### src/rtl/core/rcht_pkg.sv
// Shared types, constants and the logistic lookup table of the range compliance tracker.
package rcht_pkg;

  localparam int unsigned ONE_Q15 = 32768;
  localparam int unsigned HALF_Q15 = 16384;
  localparam logic [63:0] EXP_STEP_Q32 = 64'd4162825043;
  localparam int unsigned FDIV_STEPS = 15;

  typedef enum logic [1:0] {
    REG_GOOD_RATE  = 2'd0,
    REG_BAD_RATE   = 2'd1,
    REG_AUTH_THR   = 2'd2,
    REG_AUTH_SHARP = 2'd3
  } cfg_reg_t;

  typedef struct packed {
    logic signed [31:0] lower_limit;
    logic signed [31:0] upper_limit;
    logic signed [31:0] sample_value;
    logic               last_field;
  } in_word_t;

  typedef struct packed {
    logic [15:0] compliance;
    logic [15:0] health_level;
    logic [15:0] authority;
    logic        overflow;
  } out_word_t;

  typedef struct packed {
    logic load;
    logic fdiv_step;
    logic acc;
    logic mean_init;
    logic mean_step;
    logic h_mul;
    logic h_upd;
    logic a_mul;
    logic a_lut;
    logic publish;
  } rcht_cmd_t;

  typedef struct packed {
    logic fdiv_done;
    logic mean_done;
    logic last;
  } rcht_stat_t;

  typedef logic [15:0] logit_tab_t [256];

  // Rounded Q0.32 product.
  function automatic logic [63:0] mul_q32(logic [63:0] a, logic [63:0] b);
    logic [63:0] t;
    t = a * b + 64'h0000_0000_8000_0000;
    return t >> 32;
  endfunction

  // Logistic table, entry i at x = (2i-255)/32; quotient by shift-subtract.
  function automatic logit_tab_t build_logit();
    logit_tab_t  tab;
    logic [63:0] q2;
    logic [63:0] p;
    logic [63:0] den;
    logic [48:0] num;
    logic [33:0] r;
    logic [48:0] q;
    logic [16:0] val;
    q2 = mul_q32(EXP_STEP_Q32, EXP_STEP_Q32);
    p  = EXP_STEP_Q32;
    for (int k = 0; k < 128; k++) begin
      den = 64'h1_0000_0000 + p;
      num = {1'b1, 48'd0} + 49'(den >> 1);
      r   = '0;
      q   = '0;
      for (int i = 48; i >= 0; i--) begin
        r = {r[32:0], num[i]};
        if (64'(r) >= den) begin
          r    = 34'(64'(r) - den);
          q[i] = 1'b1;
        end
      end
      val            = q[16:0];
      tab[128 + k]   = val[15:0];
      tab[127 - k]   = 16'(17'h10000 - val);
      p              = mul_q32(p, q2);
    end
    return tab;
  endfunction

  localparam logit_tab_t LOGIT_TABLE = build_logit();

endpackage

### src/rtl/core/rcht_dp.sv
// Datapath of the range compliance tracker: score divider, run totals, health and authority.
module rcht_dp import rcht_pkg::*; #(
  parameter int MAX_FIELDS = 64
) (
  input  logic        clk,
  input  logic        rst,
  input  in_word_t    in_data,
  input  logic        cfg_valid,
  input  logic [1:0]  cfg_index,
  input  logic [15:0] cfg_data,
  input  rcht_cmd_t   cmd,
  output rcht_stat_t  stat,
  output out_word_t   out_data
);

  localparam int CNT_W  = $clog2(MAX_FIELDS + 1);
  localparam int SUM_W  = 16 + $clog2(MAX_FIELDS);
  localparam int MSTP_W = $clog2(SUM_W);
  localparam logic [CNT_W-1:0] MAX_CNT = CNT_W'(MAX_FIELDS);
  localparam logic [33:0] ARG_LIM = 34'd67108864;

  logic [15:0] good_rate, bad_rate, auth_thr, auth_sharp;

  always_ff @(posedge clk) begin
    if (rst) begin
      good_rate  <= 16'd3277;
      bad_rate   <= 16'd16384;
      auth_thr   <= 16'd16384;
      auth_sharp <= 16'd2560;
    end else if (cfg_valid) begin
      case (cfg_reg_t'(cfg_index))
        REG_GOOD_RATE:  good_rate  <= cfg_data;
        REG_BAD_RATE:   bad_rate   <= cfg_data;
        REG_AUTH_THR:   auth_thr   <= cfg_data;
        REG_AUTH_SHARP: auth_sharp <= cfg_data;
        default:        ;
      endcase
    end
  end

  // Field front end: range, excess and the cases that need no divide.
  logic signed [32:0] lo, hi, v, rng, ex;
  logic               fix_c;
  logic [15:0]        fval_c;

  always_comb begin
    lo = 33'(in_data.lower_limit);
    hi = 33'(in_data.upper_limit);
    v  = 33'(in_data.sample_value);
    rng = hi - lo;
    if (v < lo)      ex = lo - v;
    else if (v > hi) ex = v - hi;
    else             ex = '0;
    fix_c  = 1'b1;
    fval_c = 16'd0;
    if (rng < 0) begin
      fval_c = 16'd0;
    end else if (rng == 0 || ex == 0) begin
      fval_c = (ex == 0) ? 16'(ONE_Q15) : 16'd0;
    end else if (ex >= rng) begin
      fval_c = 16'd0;
    end else begin
      fix_c = 1'b0;
    end
  end

  logic        fix, last;
  logic [15:0] fval;
  logic [31:0] frem, fdiv;
  logic [14:0] fq;
  logic [3:0]  fstep;
  logic [32:0] frem2;

  assign frem2 = {frem, 1'b0};

  always_ff @(posedge clk) begin
    if (cmd.load) begin
      fix   <= fix_c;
      fval  <= fval_c;
      last  <= in_data.last_field;
      frem  <= 32'(rng - ex);
      fdiv  <= rng[31:0];
      fq    <= '0;
      fstep <= '0;
    end else if (cmd.fdiv_step) begin
      fstep <= fstep + 4'd1;
      if (frem2 >= {1'b0, fdiv}) begin
        frem <= 32'(frem2 - {1'b0, fdiv});
        fq   <= {fq[13:0], 1'b1};
      end else begin
        frem <= frem2[31:0];
        fq   <= {fq[13:0], 1'b0};
      end
    end
  end

  logic [15:0] score;
  assign score = fix ? fval : {1'b0, fq};

  // Run totals.
  logic [SUM_W-1:0] sum;
  logic [CNT_W-1:0] cnt;
  logic             ovf;

  always_ff @(posedge clk) begin
    if (rst || cmd.publish) begin
      sum <= '0;
      cnt <= '0;
      ovf <= 1'b0;
    end else if (cmd.acc) begin
      if (cnt < MAX_CNT) begin
        sum <= sum + SUM_W'(score);
        cnt <= cnt + 1'b1;
      end else begin
        ovf <= 1'b1;
      end
    end
  end

  // Mean: one quotient bit per cycle.
  logic [SUM_W-1:0]  msh, mq;
  logic [CNT_W:0]    mrem, mtry;
  logic [MSTP_W-1:0] mstep;

  assign mtry = {mrem[CNT_W-1:0], msh[SUM_W-1]};

  always_ff @(posedge clk) begin
    if (cmd.mean_init) begin
      msh   <= sum;
      mq    <= '0;
      mrem  <= '0;
      mstep <= '0;
    end else if (cmd.mean_step) begin
      mstep <= mstep + 1'b1;
      msh   <= {msh[SUM_W-2:0], 1'b0};
      if (cnt != '0 && mtry >= {1'b0, cnt}) begin
        mrem <= mtry - {1'b0, cnt};
        mq   <= {mq[SUM_W-2:0], 1'b1};
      end else begin
        mrem <= mtry;
        mq   <= {mq[SUM_W-2:0], 1'b0};
      end
    end
  end

  // Health update and authority.
  logic [15:0]        comp, health, rate_c, auth;
  logic signed [16:0] hdiff, adiff;
  logic signed [33:0] prod, arg;
  logic [33:0]        mag;
  logic [18:0]        stepv;
  logic signed [19:0] nx;
  logic signed [33:0] argc;
  logic [33:0]        aoff;
  logic [8:0]         idx;

  always_comb begin
    rate_c = (mq[15:0] > 16'(HALF_Q15)) ? good_rate : bad_rate;
    if (rate_c > 16'(ONE_Q15)) rate_c = 16'(ONE_Q15);
    hdiff = $signed({1'b0, mq[15:0]}) - $signed({1'b0, health});
    adiff = $signed({1'b0, health}) - $signed({1'b0, auth_thr});
    mag   = prod[33] ? 34'(-prod) : 34'(prod);
    stepv = 19'((mag + 34'd16384) >> 15);
    nx    = prod[33] ? 20'($signed({4'd0, health})) - $signed({1'b0, stepv})
                     : 20'($signed({4'd0, health})) + $signed({1'b0, stepv});
    if (arg > $signed(ARG_LIM))       argc = $signed(ARG_LIM);
    else if (arg < -$signed(ARG_LIM)) argc = -$signed(ARG_LIM);
    else                              argc = arg;
    aoff = 34'(argc + $signed(ARG_LIM));
    idx  = aoff[27:19];
  end

  always_ff @(posedge clk) begin
    if (rst) begin
      health <= 16'(ONE_Q15);
    end else if (cmd.h_upd) begin
      if (nx < 0)                          health <= 16'd0;
      else if (nx > 20'sd32768)            health <= 16'(ONE_Q15);
      else                                 health <= nx[15:0];
    end
  end

  always_ff @(posedge clk) begin
    if (cmd.h_mul) begin
      comp <= mq[15:0];
      prod <= $signed({1'b0, rate_c}) * hdiff;
    end
    if (cmd.a_mul) arg <= $signed({1'b0, auth_sharp}) * adiff;
    if (cmd.a_lut) auth <= idx[8] ? LOGIT_TABLE[255] : LOGIT_TABLE[idx[7:0]];
    if (cmd.publish) begin
      out_data.compliance   <= comp;
      out_data.health_level <= health;
      out_data.authority    <= auth;
      out_data.overflow     <= ovf;
    end
  end

  assign stat.fdiv_done = (fstep == 4'(FDIV_STEPS - 1));
  assign stat.mean_done = (mstep == MSTP_W'(SUM_W - 1));
  assign stat.last      = last;

endmodule

### config.mk
export PLATFORM = sky130hd
export DESIGN_NAME = rcht_dp
export DESIGN_NICKNAME = d
export VERILOG_FILES = /design/src/rtl/core/rcht_pkg.sv /design/src/rtl/core/rcht_dp.sv
export SDC_FILE = /design/constraint.sdc
export NUM_CORES = 2
export LEC_CHECK = 0
export BUFFER_PORTS_ARGS = -buffer_cell sky130_fd_sc_hd__buf_4
export CORE_ASPECT_RATIO = 0.9
export CORE_MARGIN = 4
export CORE_UTILIZATION = 66
export CTS_BUF_LIST = sky130_fd_sc_hd__clkbuf_4 sky130_fd_sc_hd__clkbuf_8
export CTS_CLUSTER_SIZE = 14
export DETAILED_ROUTE_END_ITERATION = 8
export HOLD_SLACK_MARGIN = 0.08
export PLACE_DENSITY_LB_ADDON = 0.3
export SLEW_MARGIN = 15
export SYNTH_ARGS = -nofsm -noshare
export SYNTH_HDL_FRONTEND = slang
export SYNTH_SLANG_ARGS = --single-unit
### constraint.sdc
create_clock -name clk -period 10.65 [get_ports clk]
set_input_delay 1.5975 -clock clk [delete_from_list [all_inputs] [get_ports clk]]
set_output_delay 1.5975 -clock clk [all_outputs]
set_load 0.03 [all_outputs]
# ---- Yosys cells after proc, flatten, opt, wreduce, memory -nomap -nowiden
# Memories as Yosys holds them, arrays and structs flattened. A register that Yosys moved wholly into a read port is not among the register bits.
# Index checks and enable logic that the tools add are counted.
dict set report totals {
  memories 1
  in_bits 128
  reg_bits 394
  output_inout_bits 52
  mem_bits_ro 4096
  elab_cells 105
}
# name depth width read_ports rd_ports_with_merged_regs write_ports line
set memory_table {}
lappend memory_table {{(no name shown)} 256 16 1 1 0 rcht_dp.sv:189} ;# if (cmd.a_lut) auth <= idx[8] ? LOGIT_TABLE[255] : LOGIT_TABLE[idx[7:0]];
dict set report classes {
  n_mux 21
  bitwise_logic 3
  mul 2
  add_sub_neg 17
  eq_ne 5
  n_reduce_logical 17
  order_cmp 13
}
# operator n
set ops {}
lappend ops {{subtractor 32 x 32 -> 33 bit} 3}
lappend ops {{2-to-1 mux 16 bit} 6}
lappend ops {{2-to-1 mux 32 bit} 3}
lappend ops {{multiplier 17 x 17 -> 34 bit} 2}
lappend ops {{logical NOT 33 bit} 2}
lappend ops {{2-to-1 mux 33 bit} 2}
lappend ops {{subtractor 32 bit} 2}
lappend ops {{2-to-1 mux 28 bit} 2}
lappend ops {{2-to-1 mux 22 bit} 2}
lappend ops {{adder 34 x 15 -> 34 bit (second input constant)} 1}
lappend ops {{greater-than comparator 34 x 28 -> 1 bit (second input constant)} 1}
lappend ops {{less-than comparator 34 x 27 -> 1 bit (second input constant)} 1}
lappend ops {{2-to-1 mux 34 bit} 1}
lappend ops {{negation 34 bit} 1}
lappend ops {{subtractor 16 x 16 -> 17 bit} 2}
lappend ops {{>= comparator 33 x 32 -> 1 bit} 1}
lappend ops {{>= comparator 33 bit} 1}
lappend ops {{less-than comparator 33 x 1 -> 1 bit (second input constant)} 1}
lappend ops {{greater-than comparator 32 bit} 1}
lappend ops {{less-than comparator 32 bit} 1}
lappend ops {{adder 28 bit (second input constant)} 1}
lappend ops {{adder 22 x 16 -> 22 bit} 1}
lappend ops {{adder 16 x 19 -> 20 bit} 1}
lappend ops {{greater-than comparator 20 x 17 -> 1 bit (second input constant)} 1}
lappend ops {{other kinds (26)} 38}

# ---- Logic depth before layout (Yosys ltp)
dict set report depth {
  ltp_word 8
  ltp_mapped 42
  mapped_depth_nobuf 41
}

# ---- Least setup slack after synthesis
# Ideal clock, no wire load.
dict set report synth_timing {
  kind {register -> register}
  startpoint {register health[1]}
  endpoint {register prod[32] (data pin)}
  setup_ns 0.258
  synth_period_minus_slack_ns 8.775
  arrival_time_ns 8.518
  path_stages_with_launch 39
  required_ns 10.392
  setup_slack_ns 1.875
  path_cell_list {dfxtp_1 inv_1 fa_1 a21o_1 a21oi_1 o21ai_0 a21oi_1 o21bai_1 a21oi_1 nor2b_1 o21a_1 o41ai_1 o21a_1 o21bai_1 a21o_1 clkbuf_1 inv_2 nand2_1 (+3 left out) fa_1 fa_1 fa_1 inv_1 fa_1 inv_1 ha_1 a21o_1 nand2_1 nand3_1 a31oi_1 a21oi_1 a211oi_1 nor2_1 or4_1 a31o_2 a21oi_1 xnor2_1}
}
dict set report synth_between {
  elab_chain_cells 2
}
# element line
set synth_lines {}
lappend synth_lines {{from (decl)} rcht_dp.sv:147} ;# logic [15:0] comp, health, rate_c, auth;
lappend synth_lines {{from (signal assigned)} rcht_dp.sv:175} ;# health <= 16'(ONE_Q15);
lappend synth_lines {{from (signal assigned)} rcht_dp.sv:178} ;# else if (nx > 20'sd32768) health <= 16'(ONE_Q15);
lappend synth_lines {{from (signal assigned)} rcht_dp.sv:179} ;# else health <= nx[15:0];
lappend synth_lines {{subtractor 16 x 16 -> 17 bit} rcht_dp.sv:160} ;# hdiff = $signed({1'b0, mq[15:0]}) - $signed({1'b0, health});
lappend synth_lines {{multiplier 17 x 17 -> 34 bit} rcht_dp.sv:186} ;# prod <= $signed({1'b0, rate_c}) * hdiff;
lappend synth_lines {{to (signal assigned)} rcht_dp.sv:186}
lappend synth_lines {{to (decl)} rcht_dp.sv:149} ;# logic signed [33:0] prod, arg;
# Every way passes these cells.
# A chain may end at the register's enable or synchronous reset.

# ---- Worst setup path in the final report
# Same ends and word-level chain as after synthesis.

==> metrics.txt <==
status=finished, final reports clean; Worst path slowest cell=o41ai_1; crit-path max cell delay=0.82 ns; mux contribution to synthesized area=1.97%; Final Hold Viols=0; Top delay family on crit path=compound AO/OA/AOI/OAI gates; Primary FF master, synth=edfxtp_1; P per Cell Area=246 nW/µm²; Final Non-Filler Cells=7,253; CTS Buf Count=72; total power draw=13.4 mW; Final Wtd Congestion=1.00; largest net degree at the start of global routing=65; DR WL/cell=21.3 µm; EDFF count, synth=238; Starting Density=66.7%; ANT nets after route=0; clock root cell=clkbuf_8; Synth Area in Compound Gates=16.3%; Top cell by count, worst path=fa_1; CTS Hold Bufs=0; Worst-Skew Late Latency=0.72 ns; worst-case clock buffer depth=3; CP Class=flop to flop; io pins=180; largest cells by area after synthesis=fa_1, edfxtp_1, ha_1; die height=272 µm; DP HPWL=118,000 µm; Vias/cell=6.30; Post-Syn Area per Cell=8.34 µm²; maximum VDD drop=0.381 mV; most common cell after layout, fill and taps aside=inv_1; Synth cell types=97; Tcrit/Tclk final=94.0%; Die ar.=81,800 µm²; adder-cell share of the synthesized area=30.2%; Post-Synthesis Cell Area=51,000 µm²; Worst Path Max Fanout=10; vias in the first global route=44,500; final core utilization=71.5%; fin. max-slew vios=0; vias=45,700; initial antenna violation count=8; Max Cap Viol=0; RSZ-0062 raised after global routing=no; Clock Skew=0.0466 ns; relative slew slack=15.2%; H-tree depth=3; Critical Path RT=11.11 ns; CTS Sinks=395; Post-Syn Nets=7,215; WP data arrival=10.47 ns; most frequent cells in the layout=inv_1, nand2_1, ha_1; Fin Setup TNS=0 ns; port bufs=179; # Post-CTS Setup Buffers=0; Detailed Route Iter0 Violations=5,790; final wirelength=155,000 µm; Crit path buffers/inverters=5; leakage=25.4 nW; flops & latches, synth=395; share of layout cells above drive strength 1=7.70%; placed insts=7,119; minimum clock period after layout=10.01 ns; CTS tree=done; post-CTS sizing=0; Synth Area in Simple Gates=17.6%; # rows=96; Remaining Overflow, GRT=0; layout overhead on the synthesized area=7.12%; Final setup violation count=0; post-synth top area cell=fa_1; achievable frequency=0.0999 GHz; Synth top area share=16.8%; hold crit path type=flop to flop; Die X=301 µm; Post-route DRC=0; Slew @ Worst Pin=1.26 ns; global-route wire length before repair=243,000 µm; XOR/XNOR share of the synthesized area=5.03%; Tot GR Track Use=37.3%; Worst Setup End Kind=flop; Clock Pin Slew Worst Setup and Hold Paths=0.07 ns; sequential-to-total area share from yosys stat=20.2%; Nets=7,264; CP Launch Type=flop; largest family of logic cells by synthesized area=adder cells; synth warn=0; core footprint=76,400 µm²; Gate Count Post-Synth=6,115; FFs w/ async S/R, synth=0%; drt first pass iters=8
[metal layers]
layer	GRT usage, %	routed length [µm]
met1	52.3	63000
met2	56.2	66800
met3	9.92	19100
met4	12.6	5580
met5	0	64
[cell type report]
class / instances / area, µm²
Sequential cell: 395 / 10300
Inverter: 900 / 3380
Clock buffer: 96 / 1210
Antenna cell: 6 / 15.0
Multi-Input combinational cell: 4550 / 36400
Fill cell: 6036 / 21800
Timing Repair Buffer: 245 / 1840
Clock inverter: 32 / 230
Tap cell: 1029 / 1290
[synthesized netlist by cell type, drive strengths merged (42+ instances only)]
cell type  instances
nand2            638
nor2b             79
mux2i             71
nor2             488
clkbuf           228
ha               544
inv              896
nand4             51
a21oi            396
edfxtp           238
buf               42
dfxtp            157
and2             141
a211oi            77
a31oi             62
fa               428
xnor2            208
or3               46
a21o             118
nand3            114
nand2b            58
o21ai            232
xor2              85
nor3             128
[path summary, 6_finish.rpt]
path,depth (start not counted),endpoint,slack [ns],from
setup / recovery,37,prod[32],0.64,health[1]
hold / removal,0,out_data[42],0.41,comp[9]
hold reg to reg,0,out_data[42],0.41,comp[9]
setup reg to reg,37,prod[32],0.64,health[1]
[per-stage QoR]
stage | cell area (µm²) | hold WS, ns | setup WS (ns)
2_1_floorplan | 51000 | 0.400 | 1.87
3_5_place_dp | 53100 | 0.405 | 0.808
3_3_place_gp | 53100 | 0.401 | 1.08
6_report | 54600 | 0.412 | 0.637
4_1_cts | 54600 | 0.413 | 0.787
5_1_grt | 54600 | 0.421 | 0.0119
[cell families after synthesis]
kind of cell	Yosys count
xor gates and xnor gates	293
DFF	395
adders and majority gates	974
muxes	97
AOI/OAI and AO/OA	1275
buffers and inverters	1170
and+or+nand+nor	1911
[state kept, by name, indices dropped and copies added (netlist names), 22 cells and up]
register and count:
out_data 49, arg 34, prod 34, fdiv 32
frem 32, msh 22, sum 22
[worst register-to-register path, delay by kind of cell (launching register included)]
kind | cells | cell delay [ns]
flops | 1 | 0.51
simple gates | 7 | 1.08
xor+xnor | 1 | 0.08
compound gates | 16 | 3.87
fa+ha+maj | 8 | 3.62
buf+inv | 5 | 0.56
[where the power goes]
group,switching (mW),total (mW),leakage (nW),internal (mW)
Clock,0.727,1.49,0.766,0.764
Sequential,0.271,2.40,3.67,2.12
Combinational,5.80,9.55,21.0,3.75
Total,6.80,13.4,25.4,6.64
Power figures use the tool's default switching activity.
