[config.mk]
export PLATFORM = sky130hd
export DESIGN_NAME = rcht_ctrl
export DESIGN_NICKNAME = d
export VERILOG_FILES = /design/src/rtl/core/rcht_pkg.sv /design/src/rtl/core/rcht_ctrl.sv
export SDC_FILE = /design/constraint.sdc
export NUM_CORES = 1
export LEC_CHECK = 0
export BUFFER_PORTS_ARGS = -buffer_cell sky130_fd_sc_hd__buf_2
export CORE_AREA = 2 2 39 41
export CTS_BUF_LIST = sky130_fd_sc_hd__clkbuf_16
export DETAILED_ROUTE_END_ITERATION = 7
export DIE_AREA = 0 0 41 43
export PLACE_DENSITY_LB_ADDON = 0.1
export SYNTH_ARGS = -nofsm -noshare
export SYNTH_HDL_FRONTEND = slang
export SYNTH_SLANG_ARGS = --single-unit
[constraint.sdc]
create_clock -name clk -period 1.3 [get_ports clk]
set_input_delay 0.39 -clock clk [delete_from_list [all_inputs] [get_ports clk]]
set_output_delay 0.39 -clock clk [all_outputs]
set_load 0.1 [all_outputs]
[src/rtl/core/rcht_pkg.sv]
// Shared types, constants and the logistic lookup table of the range compliance tracker.
package rcht_pkg;

  localparam int unsigned ONE_Q15 = 32768;
  localparam int unsigned HALF_Q15 = 16384;
  localparam logic [63:0] EXP_STEP_Q32 = 64'd4162825043;
  localparam int unsigned FDIV_STEPS = 15;

  typedef enum logic [1:0] {
    REG_GOOD_RATE  = 2'd0,
    REG_BAD_RATE   = 2'd1,
    REG_AUTH_THR   = 2'd2,
    REG_AUTH_SHARP = 2'd3
  } cfg_reg_t;

  typedef struct packed {
    logic signed [31:0] lower_limit;
    logic signed [31:0] upper_limit;
    logic signed [31:0] sample_value;
    logic               last_field;
  } in_word_t;

  typedef struct packed {
    logic [15:0] compliance;
    logic [15:0] health_level;
    logic [15:0] authority;
    logic        overflow;
  } out_word_t;

  typedef struct packed {
    logic load;
    logic fdiv_step;
    logic acc;
    logic mean_init;
    logic mean_step;
    logic h_mul;
    logic h_upd;
    logic a_mul;
    logic a_lut;
    logic publish;
  } rcht_cmd_t;

  typedef struct packed {
    logic fdiv_done;
    logic mean_done;
    logic last;
  } rcht_stat_t;

  typedef logic [15:0] logit_tab_t [256];

  // Rounded Q0.32 product.
  function automatic logic [63:0] mul_q32(logic [63:0] a, logic [63:0] b);
    logic [63:0] t;
    t = a * b + 64'h0000_0000_8000_0000;
    return t >> 32;
  endfunction

  // Logistic table, entry i at x = (2i-255)/32; quotient by shift-subtract.
  function automatic logit_tab_t build_logit();
    logit_tab_t  tab;
    logic [63:0] q2;
    logic [63:0] p;
    logic [63:0] den;
    logic [48:0] num;
    logic [33:0] r;
    logic [48:0] q;
    logic [16:0] val;
    q2 = mul_q32(EXP_STEP_Q32, EXP_STEP_Q32);
    p  = EXP_STEP_Q32;
    for (int k = 0; k < 128; k++) begin
      den = 64'h1_0000_0000 + p;
      num = {1'b1, 48'd0} + 49'(den >> 1);
      r   = '0;
      q   = '0;
      for (int i = 48; i >= 0; i--) begin
        r = {r[32:0], num[i]};
        if (64'(r) >= den) begin
          r    = 34'(64'(r) - den);
          q[i] = 1'b1;
        end
      end
      val            = q[16:0];
      tab[128 + k]   = val[15:0];
      tab[127 - k]   = 16'(17'h10000 - val);
      p              = mul_q32(p, q2);
    end
    return tab;
  endfunction

  localparam logit_tab_t LOGIT_TABLE = build_logit();

endpackage

[src/rtl/core/rcht_ctrl.sv]
// Sequencer of the range compliance tracker: field divide, accumulate, run close-out.
module rcht_ctrl import rcht_pkg::*; (
  input  logic       clk,
  input  logic       rst,
  input  logic       in_valid,
  output logic       in_ready,
  output logic       out_valid,
  input  logic       out_ready,
  input  rcht_stat_t stat,
  output rcht_cmd_t  cmd
);

  typedef enum logic [3:0] {
    S_IDLE, S_DIV, S_ACC, S_MINIT, S_MEAN, S_HMUL, S_HUPD, S_AMUL, S_ALUT, S_OUT
  } state_t;

  state_t state;
  logic   slot_free;

  assign in_ready  = (state == S_IDLE);
  assign slot_free = !out_valid || out_ready;

  always_comb begin
    cmd           = '0;
    cmd.load      = (state == S_IDLE) && in_valid;
    cmd.fdiv_step = (state == S_DIV);
    cmd.acc       = (state == S_ACC);
    cmd.mean_init = (state == S_MINIT);
    cmd.mean_step = (state == S_MEAN);
    cmd.h_mul     = (state == S_HMUL);
    cmd.h_upd     = (state == S_HUPD);
    cmd.a_mul     = (state == S_AMUL);
    cmd.a_lut     = (state == S_ALUT);
    cmd.publish   = (state == S_OUT) && slot_free;
  end

  always_ff @(posedge clk) begin
    if (rst) begin
      state     <= S_IDLE;
      out_valid <= 1'b0;
    end else begin
      if (cmd.publish) out_valid <= 1'b1;
      else if (out_ready) out_valid <= 1'b0;
      case (state)
        S_IDLE:  if (in_valid) state <= S_DIV;
        S_DIV:   if (stat.fdiv_done) state <= S_ACC;
        S_ACC:   state <= stat.last ? S_MINIT : S_IDLE;
        S_MINIT: state <= S_MEAN;
        S_MEAN:  if (stat.mean_done) state <= S_HMUL;
        S_HMUL:  state <= S_HUPD;
        S_HUPD:  state <= S_AMUL;
        S_AMUL:  state <= S_ALUT;
        S_ALUT:  state <= S_OUT;
        S_OUT: begin
          if (slot_free) state <= S_IDLE;
        end
        default: state <= S_IDLE;
      endcase
    end
  end

endmodule

; ---- Word level (Yosys, flattened, before mapping)
; Cells that the tools add are included.
[op_classes]
add_sub_neg = 0
mul = 0
div_mod_pow = 0
order_cmp = 0
n_eq_ne = 13
n_shift = 0
n_mux = 8
n_bitwise = 0
reduce_logical = 7
[op_table]
columns = op, n
row1 = $pmux W4 S10, 1
row2 = $eq A4 B3 Y1 const B, 4
row3 = $mux W4, 4
row4 = $eq A4 B2 Y1 const B, 2
row5 = $eq A4 B4 Y1 const B, 2
row6 = $ne A2 B2 Y1 const B, 4
row7 = $eq A4 B1 Y1 const B, 1
row8 = $logic_not A4 Y1, 1
row9 = $reduce_and A4 Y1, 1
row10 = $logic_and A1 B1 Y1, 2
row11 = $mux W1, 2
row12 = $mux W2, 1
row13 = $reduce_bool A2 Y1, 1
row14 = $logic_not A1 Y1, 1
row15 = $logic_or A1 B1 Y1, 1
[totals]
reg_bits = 5
latch_bits = 0
ramBits = 0
romBits = 0
out_inout_bits = 12
mem_count = 0

; ---- Depth between registers and ports, before layout
; Gate-level depths: netlist (run 1).
[logic_depth]
depth_word = 4
depth_mapped = 5

; ---- Worst setup path after synthesis (run 1)
; No wires, ideal clock.
[synth_path]
path_type = register to register
startpoint = reg state[0]
endpoint = reg state[3]
setup_ps = 84
arrival_ps = 4187
required_ps = 1216
slack_ps = -2971
path_stages_with_launch = 5
path_buffers = 1
cell_sequence = dfxtp_1 > clkbuf_1 > nor4b_1 > o21bai_1 > o31ai_2
[synth_rtl]
columns = item, line_no
row1 = start: declaration, rcht_ctrl.sv:17  ; state_t state;
row2 = start signal: assignment, rcht_ctrl.sv:47  ; S_ACC: state <= stat.last ? S_MINIT : S_IDLE;

==> run summary, run 1 <==
Clock tree synthesis inserted a total of 3 buffers. Total global routing overflow: 0. The floorplan step defined a core boundary enclosing 1384 µm². The final reports fail on setup timing. The final number of max-transition violations is 0.

The die covers 1763 µm². The worst register-to-register path begins at state[3]. Detailed placement finished with a half-perimeter wire length of 915.4 µm. In this run the tool buffered the top-level ports with 18 buffer cells. Across all layers, the routed design uses 529 vias. The fraction of final layout cells sized beyond drive strength 1 was 78.41%.

The logs give 0 for the number of synthesis warnings and -4.112 ns for the total negative slack. Starting density of the core: 28.57%. The post-route clock skew came out at 0.001345 ns. Dividing the final minimum period by the clock period gives 128.2%. The tools report the area occupied by registers as 110.1 µm². Leaving out fill and tap cells, the most frequent cell in the layout is sky130_fd_sc_hd__buf_4.

IR analysis of the VDD net gives a maximum drop of 2.210 mV. STA puts the critical path data required time at 0.91 ns. The number of nets with antenna violations after routing was 0.

The tools report the beginning of the worst hold path as rst. The run gives 0 as the hold violation count in the final report. The iteration count of the initial detailed-routing pass is 4. In the layout the commonest cells are sky130_fd_sc_hd__buf_4, sky130_fd_sc_hd__buf_12, sky130_fd_sc_hd__buf_2, sky130_fd_sc_hd__nor2_4, sky130_fd_sc_hd__nor2_1. In the routed design, unresolved DRC markers number 0. Nature of the critical path endpoint: a primary output.

During I/O placement, the number of pins put on the boundary was 19. Of the synthesized area, sequential elements account for 25.32%. TritonCTS built the clock tree.

From bottom edge to top edge, the die measures 43 µm. Including well taps, the total number of placed cells is 94. Entering global routing, the biggest net connects 10 pins. Hold is met by 0.4429 ns.

The flow ran to the end, but the final reports show violations. The clock drives 5 sinks. Relative to the synthesized area, the layout overhead comes to 174.4%. The tools report the startpoint type of the worst setup path as a register.

The number of antenna diodes was 0. The die is 41 µm wide. Of all nets on the critical path, the largest fanout is 4.

For this design the static power due to leakage is 0.4356 nW. The via count of the first global-routing pass is 532, and the signal arrival time at the worst endpoint is 1.28 ns. The number of maximum-capacitance violations was 0; the wire length of the first global-routing pass was 2490 µm. The worst max-slew margin expressed relative to the limit came out at 80.02%.

The class of the tightest hold or removal check is primary input to register. The critical setup path kind is register to primary output. The logs give 414.1 µm² for the multi-input gate area in the final layout and 26 for the distinct cell type count of the synthesized netlist.

The routed design has 1578 µm of wire. At the end of routability-driven placement, the weighted congestion stood at 0.7086. The floorplan has 14 rows. Subtracting the final worst setup slack from the clock period gives 1.666 ns. Clock tree synthesis selected as its root buffer the cell sky130_fd_sc_hd__clkbuf_16. Dividing the detail-routed wire length by the instance count gives 15.17 µm.

The first routing iteration left 14 violations. The startpoint of the most critical setup path was state[3]. The net count of the finished layout is 96. The number of instances in the synthesized netlist is 51, and the insertion delay to the later sink of the worst-skew pair is 0.23 ns. The synthesized design contains 5 register bits. Initial antenna violation count: 0.

In this run, post-CTS hold repair placed 0 buffers. Setup violations remaining at the end of the flow were counted as 14. Each instance of the synthesized netlist takes up on average 7.753 µm². In this run the deepest clock path goes through 2 buffers. Dividing total power by cell area gives a power density of 2016 nW/µm². Global routing used 21.95% of the available tracks across all layers. Post-route worst setup slack: -0.3661 ns. The number of standard cells in the layout, taps in and fillers out is 104.

The number of fill cells is 79. Synthesis produced a netlist with a net count of 58. The synthesized netlist occupies a cell area of 395.4 µm².

After clock tree synthesis, the clock-pin slew on the worst setup and hold paths is 0.04 ns. Dividing the detail-routed via count by the number of cells gives 5.087. The transition time at the pin with the least slew margin is 0.2985 ns.

Static timing analysis puts the maximum clock frequency at 0.6002 GHz. The H-tree level count was 1. Setup repair after global routing could not meet its margin everywhere.
## repair_timing
| action | CTS | global route |
|---|---|---|
| buffers inserted | 3 | 3 |
| pin swaps | 7 | 7 |
| gates resized for setup | 13 | 6 |
| endpoints found under the setup margin | 14 | 14 |
| cloned | 0 | 0 |
## metal layers
metal	vias up	part of all wire [%]	wire [µm]	GRT usage (%)
met2	24	54	846	32.19
met1	246	38	596	27.60
met5	-	0	0	0
met3	2	7.5	119	6.283
met4	0	1.0	16	12.00
li1	257	-	-	-
## kinds of logic after synthesis
logic type,count (synthesis),synth area share [%]
AO/OA/AOI/OAI,11,24.68
XOR/XNOR,1,2.216
buffers and inverters,6,9.492
flip-flops,5,25.32
AND/OR/NAND/NOR,28,38.29
## flip-flops by register name (all words and copies together) (netlist names)
signal,cells
state,4
out_valid,1
## metrics by stage
| stage | utilization [%] | power [mW] | area (µm²) | setup WS (ns) |
|---|---|---|---|---|
| floorplan | - | 0.9853 | 499.2 | -1.154 |
| global placement | 62.48 | 1.431 | 864.6 | -0.2047 |
| detailed placement | 62.48 | 1.435 | 864.6 | -0.2308 |
| CTS | 74.41 | 2.094 | 1030 | -0.3682 |
| global route | 78.39 | 2.273 | 1085 | -0.3985 |
| finish | 78.39 | 2.187 | 1085 | -0.3661 |
## report_power, final
group	internal [mW]	switching, mW
clock	0.403	0.116
combinational	0.646	0.778
sequential	0.187	0.0570
total	1.24	0.950
## cells in the mapped netlist
cell	count	area, µm²
sky130_fd_sc_hd__or2_1	1	6.260
sky130_fd_sc_hd__nor2b_1	1	6.260
sky130_fd_sc_hd__o21ai_0	3	15.01
sky130_fd_sc_hd__nand2_1	3	11.26
sky130_fd_sc_hd__nor4b_1	1	8.760
sky130_fd_sc_hd__nor2_1	9	33.78
sky130_fd_sc_hd__o41ai_1	1	8.760
sky130_fd_sc_hd__nor3_1	4	20.02
sky130_fd_sc_hd__buf_6	2	22.52
sky130_fd_sc_hd__o21a_1	1	7.510
sky130_fd_sc_hd__inv_1	1	3.750
sky130_fd_sc_hd__clkbuf_1	2	7.510
sky130_fd_sc_hd__and2_1	1	6.260
sky130_fd_sc_hd__o31ai_2	1	12.51
sky130_fd_sc_hd__o21bai_1	1	7.510
sky130_fd_sc_hd__and4b_1	1	10.01
sky130_fd_sc_hd__buf_1	1	3.750
sky130_fd_sc_hd__o32a_4	1	22.52
sky130_fd_sc_hd__nand2b_1	5	31.28
sky130_fd_sc_hd__o21ba_2	1	10.01
sky130_fd_sc_hd__o32ai_1	1	8.760
sky130_fd_sc_hd__xor2_1	1	8.760
sky130_fd_sc_hd__a21oi_1	1	5.000
sky130_fd_sc_hd__nand4bb_1	1	11.26
sky130_fd_sc_hd__and3_1	1	6.260
sky130_fd_sc_hd__dfxtp_1	5	100.1
## worst paths after layout
path | endpoint | slack [ns] | depth (start not counted)
min | out_valid | 0.44 | 2
max reg2reg | state[3] | -0.29 | 5
max | cmd[9] | -0.37 | 4
min reg2reg | state[2] | 0.59 | 2
## final cells by class
cell class	instances	area share, %
multi-input cells	40	38.18
clock buffers	3	6.920
clock inverters	1	0.4614
well taps	16	1.845
inverters	1	0.3460
flip-flops and latches	5	10.15
repair buffers	38	42.10
## critical path, cell delays in order, from the launching register on
cell	delay [ns]
sky130_fd_sc_hd__dfxtp_2	0.31
sky130_fd_sc_hd__or2_4	0.27
sky130_fd_sc_hd__nor3_4	0.13
sky130_fd_sc_hd__and2_4	0.17
sky130_fd_sc_hd__buf_12	0.16
(Power assumes the default switching activity.)
==> run 2: changes to the inputs <==
--- a/config.mk
+++ b/config.mk
@@ -5,12 +5,14 @@
 export SDC_FILE = /design/constraint.sdc
 export NUM_CORES = 1
 export LEC_CHECK = 0
+export ABC_AREA = 1
 export BUFFER_PORTS_ARGS = -buffer_cell sky130_fd_sc_hd__buf_2
 export CORE_AREA = 2 2 39 41
 export CTS_BUF_LIST = sky130_fd_sc_hd__clkbuf_16
 export DETAILED_ROUTE_END_ITERATION = 7
 export DIE_AREA = 0 0 41 43
 export PLACE_DENSITY_LB_ADDON = 0.1
+export RECOVER_POWER = 100
 export SYNTH_ARGS = -nofsm -noshare
 export SYNTH_HDL_FRONTEND = slang
 export SYNTH_SLANG_ARGS = --single-unit
==> run summary, run 2 <==
Via count of the first global-routing pass: 490 (was 532). The beginning of the worst hold path is rst (unchanged). The total power per unit cell area is 1613 nW/µm² (was 2016 nW/µm²). Share of the synthesized area in the top cell type: 28.17% (was 25.32%).

The flip-flop and latch count after synthesis works out to 5 (unchanged). Standard-cell row count: 14 (unchanged). The tools report the cell at the root of the clock tree as sky130_fd_sc_hd__clkbuf_16 (unchanged). The tools report the number of nets with antenna violations after routing as 0 (unchanged).

Terminus of the critical flop-to-flop path: state[0] (was state[3]). Transition time at the pin with the least slew margin: 0.2797 ns (was 0.2985 ns). The synthesized-area fraction occupied by xor and xnor cells is 0% (was 2.215%), and the HPWL after detailed placement is 947.1 µm (was 915.4 µm).

Routed via count: 547 (was 529). The multi-input gate area in the final layout is 364.1 µm² (was 414.1 µm²), and the sequential-to-total area share from yosys stat is 28.17% (was 25.32%). The combined global-route utilization of all metal layers is 17.22% (was 21.95%).

The startpoint type of the worst setup path was a register (unchanged). Simple-gate portion of the synthesized area: 55.99% (was 38.29%). The run gives 11 (was 14) as the total of endpoints with negative setup slack in the final report. The nature of the critical path endpoint is a primary output (unchanged).

Startpoint of the lowest-slack register-to-register path: state[1] (was state[3]). The run gives 1.20 ns (was 1.28 ns) as the signal arrival time at the worst endpoint. Horizontal die dimension: 41 µm (unchanged). The mean post-synth cell area works out to 5.731 µm² (was 7.753 µm²). For the cell leakage power, the log shows 0.4838 nW (was 0.4356 nW). For the post-route worst setup slack, the log shows -0.2900 ns (was -0.3661 ns).

The count of cells along the worst hold path works out to 2 (unchanged). TritonCTS built the clock tree. The number of fill cells came out at 87 (was 79).

The stage delay of the slowest cell on the critical path was 0.36 ns (was 0.31 ns); the number of DRC violations after detailed routing was 0 (unchanged). The run gives 0.91 ns (about the same) as the data required time at the worst endpoint. The maximum vdd ir drop was 1.118 mV (was 2.210 mV); the highest attainable clock frequency was 0.6289 GHz (was 0.6002 GHz).

For the weighted congestion at the end of routability-driven global placement, the log shows 0.6860 (was 0.7086). The pre-CTS worst setup slack was -0.07914 ns (was -0.2308 ns). The highest net fanout along the worst path was 5 (was 4); the buffer depth of the longest clock path was 2 (unchanged).

The most flop-heavy register was state (unchanged). The run gives 0.9964 mW (was 1.236 mW) as the cell-internal power. The most common cell in the netlist was sky130_fd_sc_hd__nor2_1 (unchanged). Setup repair after global routing could not meet its margin everywhere.

The run gives 0 (unchanged) as the initial antenna violation count. The layout-stage area growth over the synthesis result was 202.8% (was 174.4%). The I/O pin count was 19 (unchanged). The tools report the fraction of power consumed by sequential logic as 12.7% (was 11.2%). The run gives 113.9 µm² (was 110.1 µm²) as the area occupied by registers.

For the combinational share of power, the log shows 58.5% (was 65.1%). The cell at the slowest stage of the critical path was sky130_fd_sc_hd__dfxtp_4 (was sky130_fd_sc_hd__dfxtp_2). The area share of fa/ha/maj cells after synthesis is 0% (unchanged), and the post-synthesis cell area is 355.3 µm² (was 395.4 µm²). Worst reg-to-reg path cell count: 9 (was 5). Top cells by count, synth: sky130_fd_sc_hd__nor2_1, sky130_fd_sc_hd__nand2_1, sky130_fd_sc_hd__inv_1 (was sky130_fd_sc_hd__nor2_1, sky130_fd_sc_hd__dfxtp_1, sky130_fd_sc_hd__nand2b_1).

The sink of the worst hold path is state[1] (was out_valid). The number of maximum-capacitance violations is 0 (unchanged), and the number of antenna diodes is 0 (unchanged). Class of the tightest hold or removal check: primary input to register (unchanged). The switching power as a share of total power came out at 42.58% (was 43.46%). Most common cell after layout, fill and taps aside: sky130_fd_sc_hd__buf_4 (unchanged).

The share of the clock period used by the worst path after layout is 122.3% (was 128.2%). The flip-flop count of the largest register, all copies and words added works out to 4 (unchanged). The tools report the post-detailed-routing wire length as 1331 µm (was 1578 µm).

The clock transition at the registers of the reported paths is 0.03 ns (was 0.04 ns). Critical setup path kind: register to primary output (unchanged). The quantity of I/O buffers inserted on ports works out to 18 (unchanged). The cell that appears most often on the critical path is sky130_fd_sc_hd__nor2_4.

The count of flip-flops with a built-in enable after synthesis is 0 (unchanged), and the count of nets after finishing is 114 (was 96). Chain of cells forming the critical path: nor2_4 > inv_4 > buf_6 > nor2_4 > buf_12 (was or2_4 > nor3_4 > and2_4 > buf_12). The minimum period implied by the final worst setup slack is 1.590 ns (was 1.666 ns).

The logs give 0 (unchanged) for the final number of max-transition violations and 81.51% (was 80.02%) for the worst max-slew margin expressed relative to the limit. The tools report the number of sinks handled by clock tree synthesis as 5 (unchanged). The logs give 62 (was 51) for the number of instances in the synthesized netlist and 2001 µm (was 2490 µm) for the wire length of the first global-routing pass. The average routed wire per standard cell was 10.91 µm (was 15.17 µm); the total global routing overflow was 0 (unchanged).

The starting density of the core was 25.68% (was 28.57%). The worst hold slack after final layout was 0.3880 ns (was 0.4429 ns). The complex-gate fraction of the synthesized area is 4.225% (was 24.68%), and the register-to-register path setup slack is 0.01 ns (was -0.29 ns). The flip-flop cell with the highest count after synthesis is sky130_fd_sc_hd__dfxtp_1 (unchanged).

The share of synthesized registers carrying an async set or reset is 0% (unchanged), and the core region area is 1384 µm² (unchanged). Failing checks: setup timing (unchanged). The tools report the H-tree level count as 1 (unchanged).

The post-route clock skew was 0.001675 ns (was 0.001345 ns). The hold violation count in the final report was 0 (unchanged); the portion of total power attributed to the clock network was 28.8% (was 23.7%). The logs give 0 (unchanged) for the number of synthesis warnings and 1763 µm² (unchanged) for the area of the die. Die span in y: 43 µm (unchanged). The run finished, with violations left. The leading area contributor after synthesis was sky130_fd_sc_hd__dfxtp_1 (unchanged). The run gives 6 (was 10) as the pin count of the biggest net entering global routing. The vias per cell was 4.484 (was 5.087). The synthesized net count was 69 (was 58); the number of buffers added to fix hold violations after cts was 0 (unchanged). The total negative slack was -2.579 ns (was -4.112 ns); the distinct cell type count of the synthesized netlist was 13 (was 26). Regs by FF count: state (4), out_valid (1) (unchanged). For the insertion delay to the later sink of the worst-skew pair, the log shows 0.23 ns (about the same). Main area contributors after synthesis: sky130_fd_sc_hd__dfxtp_1, sky130_fd_sc_hd__nor2_1, sky130_fd_sc_hd__nand2_1 (was sky130_fd_sc_hd__dfxtp_1, sky130_fd_sc_hd__nor2_1, sky130_fd_sc_hd__nand2b_1). The total net switching power was 0.7388 mW (was 0.9503 mW); the mux share of post-synthesis cell area was 0% (unchanged). Largest family of logic cells by synthesized area: simple AND/OR/NAND/NOR gates (unchanged).

Top library cells by usage in the layout, fill and taps aside: sky130_fd_sc_hd__buf_4, sky130_fd_sc_hd__buf_12, sky130_fd_sc_hd__nor2_1, sky130_fd_sc_hd__nor2_4, sky130_fd_sc_hd__nand2_1 (was sky130_fd_sc_hd__buf_4, sky130_fd_sc_hd__buf_12, sky130_fd_sc_hd__buf_2, sky130_fd_sc_hd__nor2_4, sky130_fd_sc_hd__nor2_1). The total CTS buffers is 3 (unchanged), and the fraction of final layout cells sized beyond drive strength 1 is 69.81% (was 78.41%). Total power consumption of the routed design: 1.735 mW (was 2.187 mW). The iteration count of the initial detailed-routing pass was 4 (unchanged).

For the number of DRC markers in iteration 0, the log shows 9 (was 14). Startpoint of the most critical setup path: state[1] (was state[3]).
==> run 2: changes by cell type after synthesis, sizes merged, moves of 2 or more <==
cell    previous run  this run
clkbuf             2         0
a21oi              1         3
nand2b             5         0
nand3              0         5
buf                3         0
o21ai              3         0
inv                1        11
nor2               9        20
nand2              3        13
==> run 2: worst max-delay path, delay by kind of cell (launching register included) <==
family                 cells  cell delay, ns
AND/OR/NAND/NOR            2            0.24
flip-flops                 1            0.36
buffers and inverters      3            0.38
==> run 2: timing repair <==
item                                    4_1_cts  5_1_grt
endpoints found under the setup margin       11       12
endpoints found under the hold margin         0        0
buffers inserted                              4        6
resized for setup                             7       13
cloned                                        0        0
pin swaps                                     7        7
==> run 2: cell families (layout without fill, tap and decap cells) <==
family	count (synthesis)	in the layout
buffers and inverters	11	55
AO/OA/AOI/OAI	3	3
flip-flops	5	5
AND/OR/NAND/NOR	43	43
==> run 2: power groups by stage <==
stage	clock network [mW]	registers, mW	logic [mW]
after CTS	0.503	0.216	0.916
after global routing	0.518	0.223	1.06
final	0.499	0.220	1.02
after global placement	0	0.206	0.854
after floorplan	0	0.216	0.542
after detailed placement	0	0.208	0.858
==> run 2: per-layer routing <==
layer	share of wire, %	wire length [µm]	track usage [%]	vias to the layer above
met5	0	0	0	-
met4	1.5	20	12.00	0
met3	4.6	61	3.665	2
met2	54	721	24.38	17
met1	40	527	22.08	246
li1	-	-	-	282
==> run 2: area by class of cell <==
| cell class | instances | area share, % |
|---|---|---|
| clock buffers | 3 | 6.977 |
| clock inverters | 1 | 0.3488 |
| inverters | 11 | 5.000 |
| multi-input cells | 46 | 33.84 |
| flip-flops and latches | 5 | 10.58 |
| well taps | 16 | 1.860 |
| repair buffers | 40 | 41.40 |
==> run 2: worst max-delay path by stage <==
stage | to | cells after the start | slack, ns
3_3_place_gp | cmd[1] | 4 | -0.06
2_1_floorplan | cmd[1] | 3 | -0.46
6_report | in_ready | 5 | -0.29
3_5_place_dp | cmd[0] | 6 | -0.08
4_1_cts | cmd[1] | 4 | -0.29
5_1_grt | in_ready | 5 | -0.32
==> run 2: per-stage QoR <==
stage	instances	instance area, µm²	util [%]
after detailed placement	108	862.1	62.30
after global placement	108	862.1	62.30
after floorplan	62	481.7	-
after global routing	122	1076	77.76
after CTS	116	992.2	71.70
final	122	1076	77.76
